===== src/design/dsa_ram.sv =====
module dsa_ram #(
    parameter int WIDTH = 16,
    parameter int DEPTH = 16,
    localparam int ADDR_W = (DEPTH > 1) ? $clog2(DEPTH) : 1
) (
    input  logic              clk,
    input  logic              we,
    input  logic [ADDR_W-1:0] waddr,
    input  logic [WIDTH-1:0]  wdata,
    input  logic              re,
    input  logic [ADDR_W-1:0] raddr,
    output logic [WIDTH-1:0]  rdata
);

    logic [WIDTH-1:0] mem_reg [DEPTH];
    logic [WIDTH-1:0] rdata_reg;

    always_ff @(posedge clk) begin
        if (we) begin
            mem_reg[waddr] <= wdata;
        end
        if (re) begin
            rdata_reg <= mem_reg[raddr];
        end
    end

    assign rdata = rdata_reg;

endmodule


===== config.mk =====
export PLATFORM = sky130hd
export DESIGN_NAME = dsa_ram
export DESIGN_NICKNAME = d
export VERILOG_FILES = /design/src/design/dsa_ram.sv
export SDC_FILE = /design/constraint.sdc
export NUM_CORES = 1
export LEC_CHECK = 0
export ABC_AREA = 0
export BUFFER_PORTS_ARGS = -buffer_cell sky130_fd_sc_hd__buf_2
export CORE_MARGIN = 5
export CORE_UTILIZATION = 55
export CTS_CLUSTER_SIZE = 10
export DETAILED_ROUTE_END_ITERATION = 8
export PLACE_DENSITY = 0.75
export SLEW_MARGIN = 20
export SYNTH_ARGS = -nofsm -noshare
export SYNTH_HDL_FRONTEND = slang
export SYNTH_SLANG_ARGS = --single-unit
export TNS_END_PERCENT = 1

===== constraint.sdc =====
create_clock -name clk -period 2.67 [get_ports clk]
set_input_delay 0.534 -clock clk [delete_from_list [all_inputs] [get_ports clk]]
set_output_delay 0.534 -clock clk [all_outputs]
set_load 0.02 [all_outputs]

==> impl_summary.log, run 1 <==
INFO  metric run_status = finished, final reports clean
INFO  metric vias_in_the_first_global_route = 5190
INFO  metric n_fill_cell = 1150
INFO  metric timing_worst_setup_path_type = register to output port
INFO  metric timing.final.crit_share = 62.07%
INFO  metric yosys.area.top_type_share = 80.05%
INFO  metric design.portCount = 43
INFO  metric clockPowerShare = 39.6%
INFO  metric hold_violations = 0
INFO  metric switching_power = 1.719 mW
INFO  metric critical_path.max_fanout = 1
INFO  metric share_seq_of_total_power = between 50% and 60%
INFO  metric seq_area_frac_synth = 80.05%
INFO  metric drt-total-wl = about 21 mm
INFO  metric syn-mean-instance-area = 23.62 um^2
INFO  metric ys_top_cells_by_area = sky130_fd_sc_hd__edfxtp_1 80%, sky130_fd_sc_hd__mux4_2 12%, sky130_fd_sc_hd__mux4_1 2.6%
INFO  metric start_util = 56.42%
INFO  metric internal_power = about 7 mW
INFO  metric synth.cell_area = 0.01020 mm^2
INFO  metric detail_route.drc_violations = 0
INFO  metric antennaDiodeCount = 0
INFO  metric cp_slowest_cell = sky130_fd_sc_hd__edfxtp_1
INFO  metric grt_setup_unrepaired = no
INFO  metric yosysWarnings = 0
INFO  metric final_design_area_no_fill = 0.01170 mm^2
INFO  metric largest_register_ffs = 256
INFO  metric synth_ff_type = sky130_fd_sc_hd__edfxtp_1
INFO  metric grt_antenna_before_repair = 0
INFO  metric timing.slew.headroom = 60.74%
INFO  metric dr_total_vias = 4842
INFO  metric cts_root_buffer = sky130_fd_sc_hd__clkbuf_16
INFO  metric placement.cell_area = 0.01091 mm^2
INFO  metric grt_pass1_wl = between 30 and 40 mm
INFO  metric worstSetupEndpointType = output port
INFO  metric clk_pin_slew = about 60 ps
INFO  metric pre_cts_ws = approximately 470 ps
INFO  metric die-height = 146.2 um
INFO  metric max_cap_viol_count = 0
INFO  metric drive_gt1_share = between 30% and 40%
INFO  metric cts_hold_buf = 0
INFO  metric die-area = 0.02138 mm^2
INFO  metric synth_commonest_cells = 272 x sky130_fd_sc_hd__edfxtp_1, 54 x sky130_fd_sc_hd__mux4_2, 32 x sky130_fd_sc_hd__a22oi_1
INFO  metric cpPeakStageDelay = 410 ps
INFO  metric dr.pass1.iters = 5
INFO  metric die_w = 146.2 um
INFO  metric globalRouteOverflowTotal = 0
INFO  metric combPwrFrac = 5.1%
INFO  metric design.final.nets = 545
INFO  metric gp_congestion = 0.7326
INFO  metric place.detailed.hpwl = 11.73 mm
INFO  metric leakagePower = about 3.8 nW
INFO  metric io_buffers = 42
INFO  metric fmax = approximately 600 MHz
INFO  metric design.core.area = 0.01809 mm^2
INFO  metric track_usage = 20.06%
INFO  metric worst-path-buf-inv = 1
INFO  metric finalWorstPathRequiredPeriod = roughly 1700 ps
INFO  metric unique_cell_type_count_in_the_yosys_netlist = 18
INFO  metric pwr_density_cell = ~750 mW/mm^2
INFO  metric synthDominantAreaCellType = sky130_fd_sc_hd__edfxtp_1
INFO  metric fin_skew = 9.444 ps
INFO  metric fin_total_pwr = 8.746 mW
INFO  metric critical-path-top-delay-family = flip-flops
INFO  metric drt_iter0_drc = approximately 460
INFO  metric worst_ep_required_time = 2140 ps
INFO  metric fin_ws = 1013 ps
INFO  metric async_flop_share = 0%
INFO  metric cts_tree = built
INFO  metric timing_worst_slew_pin_value = 588.3 ps
INFO  metric vias_per_cell = 6.473
INFO  metric final-setup-viol-count = 0
INFO  metric clk_latency = ~530 ps
INFO  metric cts_max_path_buffers = 3
INFO  metric cp_data_arrival_time = 1120 ps
INFO  metric netSwitchingFraction = 19.65%
INFO  metric cts.repair.resized = 0
INFO  metric drv_slew = 0
INFO  metric drtAntennaViolNets = 0
INFO  metric final.setup.tns = 0 ps
INFO  metric synth_enable_flop_cells = 272
INFO  metric number_of_placement_rows = 49
INFO  metric cts_sinks = 272
INFO  metric synth.ff_latch_count = ~270
INFO  metric synth_cells = between 400 and 500
INFO  metric layout_overhead_on_the_synthesized_area = 14.65%
INFO  metric avgRoutedWirePerCell = approximately 28 um
INFO  metric peakVddDrop = between 0.5 and 0.6 mV
INFO  metric worstSetupStartpointType = register
INFO  metric cell_chain_critical_path = buf_2
INFO  metric numCtsBuffers = 31
INFO  metric grt_max_degree = 43
INFO  metric synth_nets = 459
INFO  metric post_cts_buffers = 0
INFO  metric cts.htree.levels = 1
INFO  metric post-synth-top-count-cell = sky130_fd_sc_hd__edfxtp_1
INFO  metric min_path_type = primary input to register
==> power by group through the flow <==
stage | registers (mW) | logic [mW] | clock network, mW
2_1_floorplan | 4.95 | 0.233 | 0
3_3_place_gp | 4.92 | 0.434 | 0
3_5_place_dp | 4.93 | 0.449 | 0
4_1_cts | 4.84 | 0.451 | 3.54
5_1_grt | 4.85 | 0.480 | 3.70
6_report | 4.84 | 0.445 | 3.46
==> per-stage QoR <==
step | hold slack (ps) | util [%] | cells
4_1_cts | 345.4 | 64.68 | 748
5_1_grt | 360.4 | 64.68 | 748
6_report | 367.7 | 64.68 | 748
2_1_floorplan | 632.9 | - | 432
3_3_place_gp | 726.2 | 60.30 | 714
3_5_place_dp | 733.7 | 60.30 | 714
==> worst paths after layout <==
path	start	end	slack (ps)	cells after the start
max	rdata[7]	rdata[7]	1010	1
min reg2reg	mem_reg[15][9]	rdata[9]	750	3
max reg2reg	mem_reg[0][0]	rdata[0]	1180	3
min	wdata[11]	mem_reg[4][11]	370	1
==> cell usage in the layout, fill, tap and decap left out <==
cell type                     n
sky130_fd_sc_hd__a22oi_1     32
sky130_fd_sc_hd__buf_12       3
sky130_fd_sc_hd__clkbuf_16   31
sky130_fd_sc_hd__mux4_2      54
sky130_fd_sc_hd__nor2_2      12
sky130_fd_sc_hd__edfxtp_1   272
sky130_fd_sc_hd__nand3_1      1
sky130_fd_sc_hd__nand3b_1     2
sky130_fd_sc_hd__nor2b_1      2
sky130_fd_sc_hd__clkinv_4     1
sky130_fd_sc_hd__or3b_2       1
sky130_fd_sc_hd__and2_1       1
sky130_fd_sc_hd__nand2b_1     2
sky130_fd_sc_hd__nor3_2       4
sky130_fd_sc_hd__nor2_1       1
sky130_fd_sc_hd__clkbuf_1     2
sky130_fd_sc_hd__mux4_1      10
sky130_fd_sc_hd__buf_4       30
sky130_fd_sc_hd__buf_2       41
sky130_fd_sc_hd__nand2_1     17
==> cell families (layout without fill, tap and decap cells) <==
family | count (synthesis) | count (layout) | share of synthesized area (%)
buf+inv | 21 | 108 | 1.214
mux | 64 | 64 | 14.49
flops | 272 | 272 | 80.05
compound gates | 32 | 32 | 2.354
simple gates | 43 | 43 | 1.888
==> per-layer routing <==
layer	share of wire [%]	up-vias	GRT usage (%)
met5	0	-	0
met3	8.4	34	3.192
li1	-	2008	-
met2	49	243	31.65
met1	41	2557	30.19
met4	2.0	0	4.892
==> area by class of cell <==
| type | count | area (um^2) | share of cell area (%) |
|---|---|---|---|
| Sequential cell | 272 | 8168 | 69.82 |
| Multi-Input combinational cell | 139 | 1962 | 16.77 |
| Clock buffer | 33 | 783.3 | 6.695 |
| Timing Repair Buffer | 74 | 490.5 | 4.193 |
| Tap cell | 229 | 286.5 | 2.449 |
| Clock inverter | 1 | 8.758 | 0.07487 |
(Power assumes the default switching activity.)
==> run 2, diff against run 1 <==
clock period = 1.52 ns   (was 2.67 ns; I/O delays follow)
==> run 2 against run 1 <==
Compared with the run above:
- clock skew rose by 1.8 ps
- sequential power rose by 76%
- critical path depth rose by 2
- clock power rose by 77%
- die area did not move
- worst setup slack got worse by 960 ps
- design area rose by 2.9%
- first-iteration DRC count rose by 17%
==> impl_summary.log, run 2 (synthesized netlist as in run 1, its figures left out) <==
INFO  metric run_status = finished, final reports clean (unchanged)
INFO  metric pwr_density_cell = 1286 mW/mm^2 (was 747.6 mW/mm^2)
INFO  metric r2r_startpoint = mem_reg[2][10] (was mem_reg[0][0])
INFO  metric design.final.nets = 550 (was 545)
INFO  metric numCtsBuffers = 31 (unchanged)
INFO  metric share_seq_of_total_power = 54.9% (was 55.4%)
INFO  metric worstSetupStartpointType = register (unchanged)
INFO  metric combPwrFrac = 5.5% (was 5.1%)
INFO  metric finalWorstPathRequiredPeriod = 1463 ps
INFO  metric final.setup.tns = 0 ps (unchanged)
INFO  metric worst_ep_required_time = 1810 ps (was 2140 ps)
INFO  metric drt-total-wl = 21.26 mm (was 21.03 mm)
INFO  metric fin_skew = 11.26 ps (was 9.444 ps)
INFO  metric track_usage = 20.51% (was 20.06%)
INFO  metric internal_power = 12.41 mW (was 7.027 mW)
INFO  metric cp_data_arrival_time = 1750 ps (was 1120 ps)
INFO  metric hold-path-cell-count = 1 (unchanged)
INFO  metric place.detailed.hpwl = 11.16 mm (was 11.73 mm)
INFO  metric timing_worst_slew_pin_value = 315.6 ps (was 588.3 ps)
INFO  metric source_of_the_worst_hold_timing_path = wdata[11] (unchanged)
INFO  metric gp_congestion = 0.7480 (was 0.7326)
INFO  metric clk_pin_slew = 50 ps (was 60 ps)
INFO  metric max_cap_viol_count = 0 (unchanged)
INFO  metric layout_overhead_on_the_synthesized_area = 18.01% (was 14.65%)
INFO  metric number_of_cell_instances_on_the_worst_register_to_register_path = 3 (unchanged)
INFO  metric clk_latency = 540 ps (was 530 ps)
INFO  metric cts_tree = built (unchanged)
INFO  metric number_of_placement_rows = 49 (unchanged)
INFO  metric io_buffers = 42 (unchanged)
INFO  metric die_w = 146.2 um (unchanged)
INFO  metric drtAntennaViolNets = 0 (unchanged)
INFO  metric antennaDiodeCount = 0 (unchanged)
INFO  metric timing.final.crit_share = 96.28%
INFO  metric vias_per_cell = 6.388 (was 6.473)
INFO  metric grt_pass1_wl = 32.39 mm (was 32.03 mm)
INFO  metric pre_cts_ws = -287.8 ps (was 473.4 ps)
INFO  metric worstSetupEndpointType = register (was output port)
INFO  metric fmax = 683.3 MHz
INFO  metric dr.pass1.iters = 4 (was 5)
INFO  metric die-height = 146.2 um (unchanged)
INFO  metric detail_route.drc_violations = 0 (unchanged)
INFO  metric design.portCount = 43 (unchanged)
INFO  metric peakVddDrop = 0.9143 mV (was 0.5187 mV)
INFO  metric die-area = 0.02138 mm^2 (unchanged)
INFO  metric drive_gt1_share = 35.31% (was 34.10%)
INFO  metric leakagePower = 3.936 nW (was 3.832 nW)
INFO  metric final_cells = 753 (was 748)
INFO  metric design.core.area = 0.01809 mm^2 (unchanged)
INFO  metric clockPowerShare = 39.5% (was 39.6%)
INFO  metric cts_root_buffer = sky130_fd_sc_hd__clkbuf_16 (unchanged)
INFO  metric start_util = 56.42% (unchanged)
INFO  metric globalRouteOverflowTotal = 0 (unchanged)
INFO  metric dr_total_vias = 4810 (was 4842)
INFO  metric n_fill_cell = 1100 (was 1150)
INFO  metric dp_cells = 719 (was 714)
INFO  metric timing.slew.headroom = 78.96% (was 60.74%)
INFO  metric critical_path.max_fanout = 1 (unchanged)
INFO  metric grt_max_degree = 24 (was 43)
INFO  metric switching_power = 3.074 mW (was 1.719 mW)
INFO  metric final_common_cell = sky130_fd_sc_hd__edfxtp_1 (unchanged)
INFO  metric netSwitchingFraction = 19.86% (was 19.65%)
INFO  metric r2r-end = rdata[10] (was rdata[0])
INFO  metric holdPathEnd = mem_reg[1][11] (was mem_reg[4][11])
INFO  metric grt_setup_unrepaired = no (unchanged)
INFO  metric cts_max_path_buffers = 3 (unchanged)
INFO  metric avgRoutedWirePerCell = 28.23 um (was 28.12 um)
INFO  metric vias_in_the_first_global_route = 5119 (was 5190)
INFO  metric fin_total_pwr = 15.48 mW (was 8.746 mW)
INFO  metric layout_common_cells = 272 x sky130_fd_sc_hd__edfxtp_1, 54 x sky130_fd_sc_hd__mux4_2, 41 x sky130_fd_sc_hd__buf_2 (unchanged)
INFO  metric drv_slew = 0 (unchanged)
INFO  metric hold_violations = 0 (unchanged)
INFO  metric finalHoldWorstSlack = 136.0 ps (was 367.7 ps)
INFO  metric ff2ff_setup_slack = 60 ps (was 1180 ps)
INFO  metric largest_register_ffs = 256 (unchanged)
INFO  metric final-setup-viol-count = 0 (unchanged)
INFO  metric drt_iter0_drc = 533 (was 457)
INFO  metric cts.htree.levels = 1 (unchanged)
INFO  metric fin_ws = 56.57 ps (was 1013 ps)
INFO  metric cts_sinks = 272 (unchanged)
INFO  metric min_path_type = primary input to register (unchanged)
INFO  metric grt_antenna_before_repair = 1 (was 0)
INFO  metric timing_worst_setup_path_type = register to register (was register to output port)
INFO  metric post_cts_buffers = 0 (unchanged)
## run 2: through the flow
stage                     cell area [um^2]  utilization, %
after floorplan                      10230               -
after global placement               11230           62.12
after detailed placement             11230           62.12
after CTS                            12040           66.55
after global routing                 12040           66.58
final                                12040           66.58
## run 2: worst max-delay path, cell delays in order, from the launching register on
cell,delay (ps)
sky130_fd_sc_hd__edfxtp_1,360
sky130_fd_sc_hd__mux4_1,510
sky130_fd_sc_hd__a22oi_1,250
sky130_fd_sc_hd__nand2_1,100
## run 2: power groups by stage
stage / clock (mW) / sequential, mW / combinational, mW
2_1_floorplan: 0 / 8.69 / 0.412
3_3_place_gp: 0 / 8.64 / 0.832
3_5_place_dp: 0 / 8.65 / 0.856
4_1_cts: 6.20 / 8.51 / 0.869
5_1_grt: 6.56 / 8.51 / 0.925
6_report: 6.12 / 8.50 / 0.858
## run 2: how the worst max path moves through the flow
stage	from	end	slack (ps)	depth (start not counted)
after global routing	mem_reg[0][2]	rdata[2]	7	3
after floorplan	waddr[2]	mem_reg[1][0]	-300	2
after global placement	raddr[0]	rdata[1]	-260	5
after detailed placement	raddr[0]	rdata[1]	-290	5
final	mem_reg[2][10]	rdata[10]	60	3
after CTS	mem_reg[11][10]	rdata[10]	4	3
## run 2: layout make-up
class	count	area, um^2	area share, %
clock buffer	32	779.5	6.473
clock inverter	2	17.52	0.1455
multi-input combinational	139	1987	16.50
sequential	272	8168	67.83
tap	229	286.5	2.379
timing repair buffer	79	803.3	6.671
## run 2: metal layers
metal  part of all wire (%)  GRT usage (%)
met5                  0.061              0
met3                    8.7          3.502
met1                     38          28.92
met2                     51          33.85
met4                    2.3          5.691
## run 2: timing repair
item / CTS / global route
hold buffers: 0 / 0
endpoints found under the setup margin: 1 / 1
gates resized for setup: 1 / 1
==> run 3, diff against run 2 <==
CAP_MARGIN = 20   (was unset)
CTS_BUF_LIST = sky130_fd_sc_hd__clkbuf_8   (was unset)
==> run 3 against run 2 <==
Compared with the run above:
- first-iteration DRC count down 8.1%
- register-to-register slack improved by 20 ps
- largest power group unchanged
- critical path depth unchanged
- highest routed layer unchanged
- clock skew grew 3.0 ps
- clock-buffer cell count grew 13
- core utilization down 0.15 points
- routed wire length down 4.0%
- power is 3.5% lower
- worst setup slack improved by 25 ps
- largest cell class unchanged
- hold slack better by 10 ps
- sequential power hardly changed
- design area shrank 0.23%
==> impl_summary.log, run 3 (synthesized netlist as in run 1, its figures left out) <==
INFO  metric drv_slew = 0 (unchanged)
INFO  metric cts_max_path_buffers = 3 (unchanged)
INFO  metric gp_congestion = 0.7480 (unchanged)
INFO  metric cpPeakStageDelay = 480 ps (was 510 ps)
INFO  metric layout_common_cells = 272 x sky130_fd_sc_hd__edfxtp_1, 54 x sky130_fd_sc_hd__mux4_2, 45 x sky130_fd_sc_hd__clkbuf_8 (was 272 x sky130_fd_sc_hd__edfxtp_1, 54 x sky130_fd_sc_hd__mux4_2, 41 x sky130_fd_sc_hd__buf_2)
INFO  metric vias_in_the_first_global_route = 5104 (was 5119)
INFO  metric final_common_cell = sky130_fd_sc_hd__edfxtp_1 (unchanged)
INFO  metric timing.slew.headroom = 80.29% (was 78.96%)
INFO  metric globalRouteOverflowTotal = 0 (unchanged)
INFO  metric drive_gt1_share = 35.94% (was 35.31%)
INFO  metric cts_sinks = 272 (unchanged)
INFO  metric cts_hold_buf = 0 (unchanged)
INFO  metric timing_worst_setup_path_type = register to register (unchanged)
INFO  metric die-height = 146.2 um (unchanged)
INFO  metric avgRoutedWirePerCell = 25.79 um (was 28.23 um)
INFO  metric antennaDiodeCount = 0 (unchanged)
INFO  metric detail_route.drc_violations = 0 (unchanged)
INFO  metric vias_per_cell = 6.124 (was 6.388)
INFO  metric start_util = 56.42% (unchanged)
INFO  metric cts_tree = built (unchanged)
INFO  metric io_buffers = 42 (unchanged)
INFO  metric clk_latency = 520 ps (was 540 ps)
INFO  metric numCtsBuffers = 42 (was 31)
INFO  metric leakagePower = 3.988 nW (was 3.936 nW)
INFO  metric finalWorstPathRequiredPeriod = 1439 ps (was 1463 ps)
INFO  metric critical_path.max_fanout = 1 (unchanged)
INFO  metric die_w = 146.2 um (unchanged)
INFO  metric design.portCount = 43 (unchanged)
INFO  metric drtAntennaViolNets = 0 (unchanged)
INFO  metric layout.core_utilization = 66.43% (was 66.58%)
INFO  metric design.core.area = 0.01809 mm^2 (unchanged)
INFO  metric grt_setup_unrepaired = no (unchanged)
INFO  metric place.detailed.hpwl = 11.16 mm (unchanged)
INFO  metric fmax = 695.1 MHz (was 683.3 MHz)
INFO  metric cp_slowest_cell = sky130_fd_sc_hd__mux4_2 (was sky130_fd_sc_hd__mux4_1)
INFO  metric layout_overhead_on_the_synthesized_area = 17.74% (was 18.01%)
INFO  metric pre_cts_ws = -287.8 ps (unchanged)
INFO  metric drt-total-wl = 20.40 mm (was 21.26 mm)
INFO  metric cp_data_arrival_time = 1710 ps (was 1750 ps)
INFO  metric drt_iter0_drc = 490 (was 533)
INFO  metric largest_register_ffs = 256 (unchanged)
INFO  metric grt_max_degree = 24 (unchanged)
INFO  metric dr.pass1.iters = 5 (was 4)
INFO  metric dr_total_vias = 4844 (was 4810)
INFO  metric max_cap_viol_count = 0 (unchanged)
INFO  metric post_cts_buffers = 0 (unchanged)
INFO  metric hold_violations = 0 (unchanged)
INFO  metric design.final.nets = 561 (was 550)
INFO  metric worst-path-buf-inv = 0 (unchanged)
INFO  metric number_of_placement_rows = 49 (unchanged)
INFO  metric track_usage = 19.93% (was 20.51%)
INFO  metric final-setup-viol-count = 0 (unchanged)
INFO  metric timing_worst_slew_pin_value = 294.8 ps (was 315.6 ps)
INFO  metric die-area = 0.02138 mm^2 (unchanged)
INFO  metric worstSetupStartpointType = register (unchanged)
INFO  metric timing.final.crit_share = 94.65% (was 96.28%)
INFO  metric cts.htree.levels = 2 (was 1)
INFO  metric cts_root_buffer = sky130_fd_sc_hd__clkbuf_8 (was sky130_fd_sc_hd__clkbuf_16)
INFO  metric fin_ws = 81.26 ps (was 56.57 ps)
INFO  metric pwr_density_cell = 1244 mW/mm^2 (was 1286 mW/mm^2)
INFO  metric cts.repair.resized = 0 (was 1)
INFO  metric grt_antenna_before_repair = 1 (unchanged)
INFO  metric peakVddDrop = 0.6651 mV (was 0.9143 mV)
INFO  metric fin_skew = 14.22 ps (was 11.26 ps)
INFO  metric clk_pin_slew = 60 ps (was 50 ps)
INFO  metric worst_ep_required_time = 1790 ps (was 1810 ps)
INFO  metric critical-path-top-delay-family = multiplexers (unchanged)
INFO  metric cell_chain_critical_path = mux4_2 -> a22oi_1 -> nand2_1 (was mux4_1 -> a22oi_1 -> nand2_1)
INFO  metric min_path_type = primary input to register (unchanged)
INFO  metric worstSetupEndpointType = register (unchanged)
INFO  metric grt_pass1_wl = 31.57 mm (was 32.39 mm)
INFO  metric run_status = finished, final reports clean (unchanged)
## run 3: area by class of cell
cell class              count  area (um^2)
multi-input cells         139         1977
repair buffers             79        803.3
fillers                  1093         6072
well taps                 229        286.5
clock inverters            27        160.2
flip-flops and latches    272         8168
clock buffers              45        619.3
## run 3: layer usage
layer / routed length (um) / global-route usage (%) / up-vias
li1: - / - / 2065
met3: 1970 / 4.555 / 30
met5: 13 / 0 / -
met1: 8180 / 29.38 / 2490
met4: 221 / 4.468 / 2
met2: 10020 / 31.21 / 257
## run 3: path summary, 6_finish.rpt
check                                     start         endpoint  slack (ps)  cells past startpoint
worst max-delay path            mem_reg[11][10]        rdata[10]          80                      3
worst min-delay path                  wdata[10]  mem_reg[12][10]         150                      1
worst max register to register  mem_reg[11][10]        rdata[10]          80                      3
worst min register to register  mem_reg[15][15]        rdata[15]         750                      3
## run 3: power by group
group	internal (mW)	switching (mW)	total, mW
registers	8.45	0.0426	8.50
clock network	3.05	2.55	5.60
logic	0.371	0.476	0.847
total	11.9	3.07	14.9
## run 3: through the flow
step                TNS (ps)  power (mW)  std cells  area [um^2]  hold slack [ps]
global placement       -7368       9.474        719        11230            661.9
finish                     0       14.94        791        12010            146.3
floorplan             -32540       9.100        432        10230            402.9
global route               0       15.56        791        12010            124.5
CTS                        0       15.09        791        12010            119.1
detailed placement     -9810       9.509        719        11230            687.0
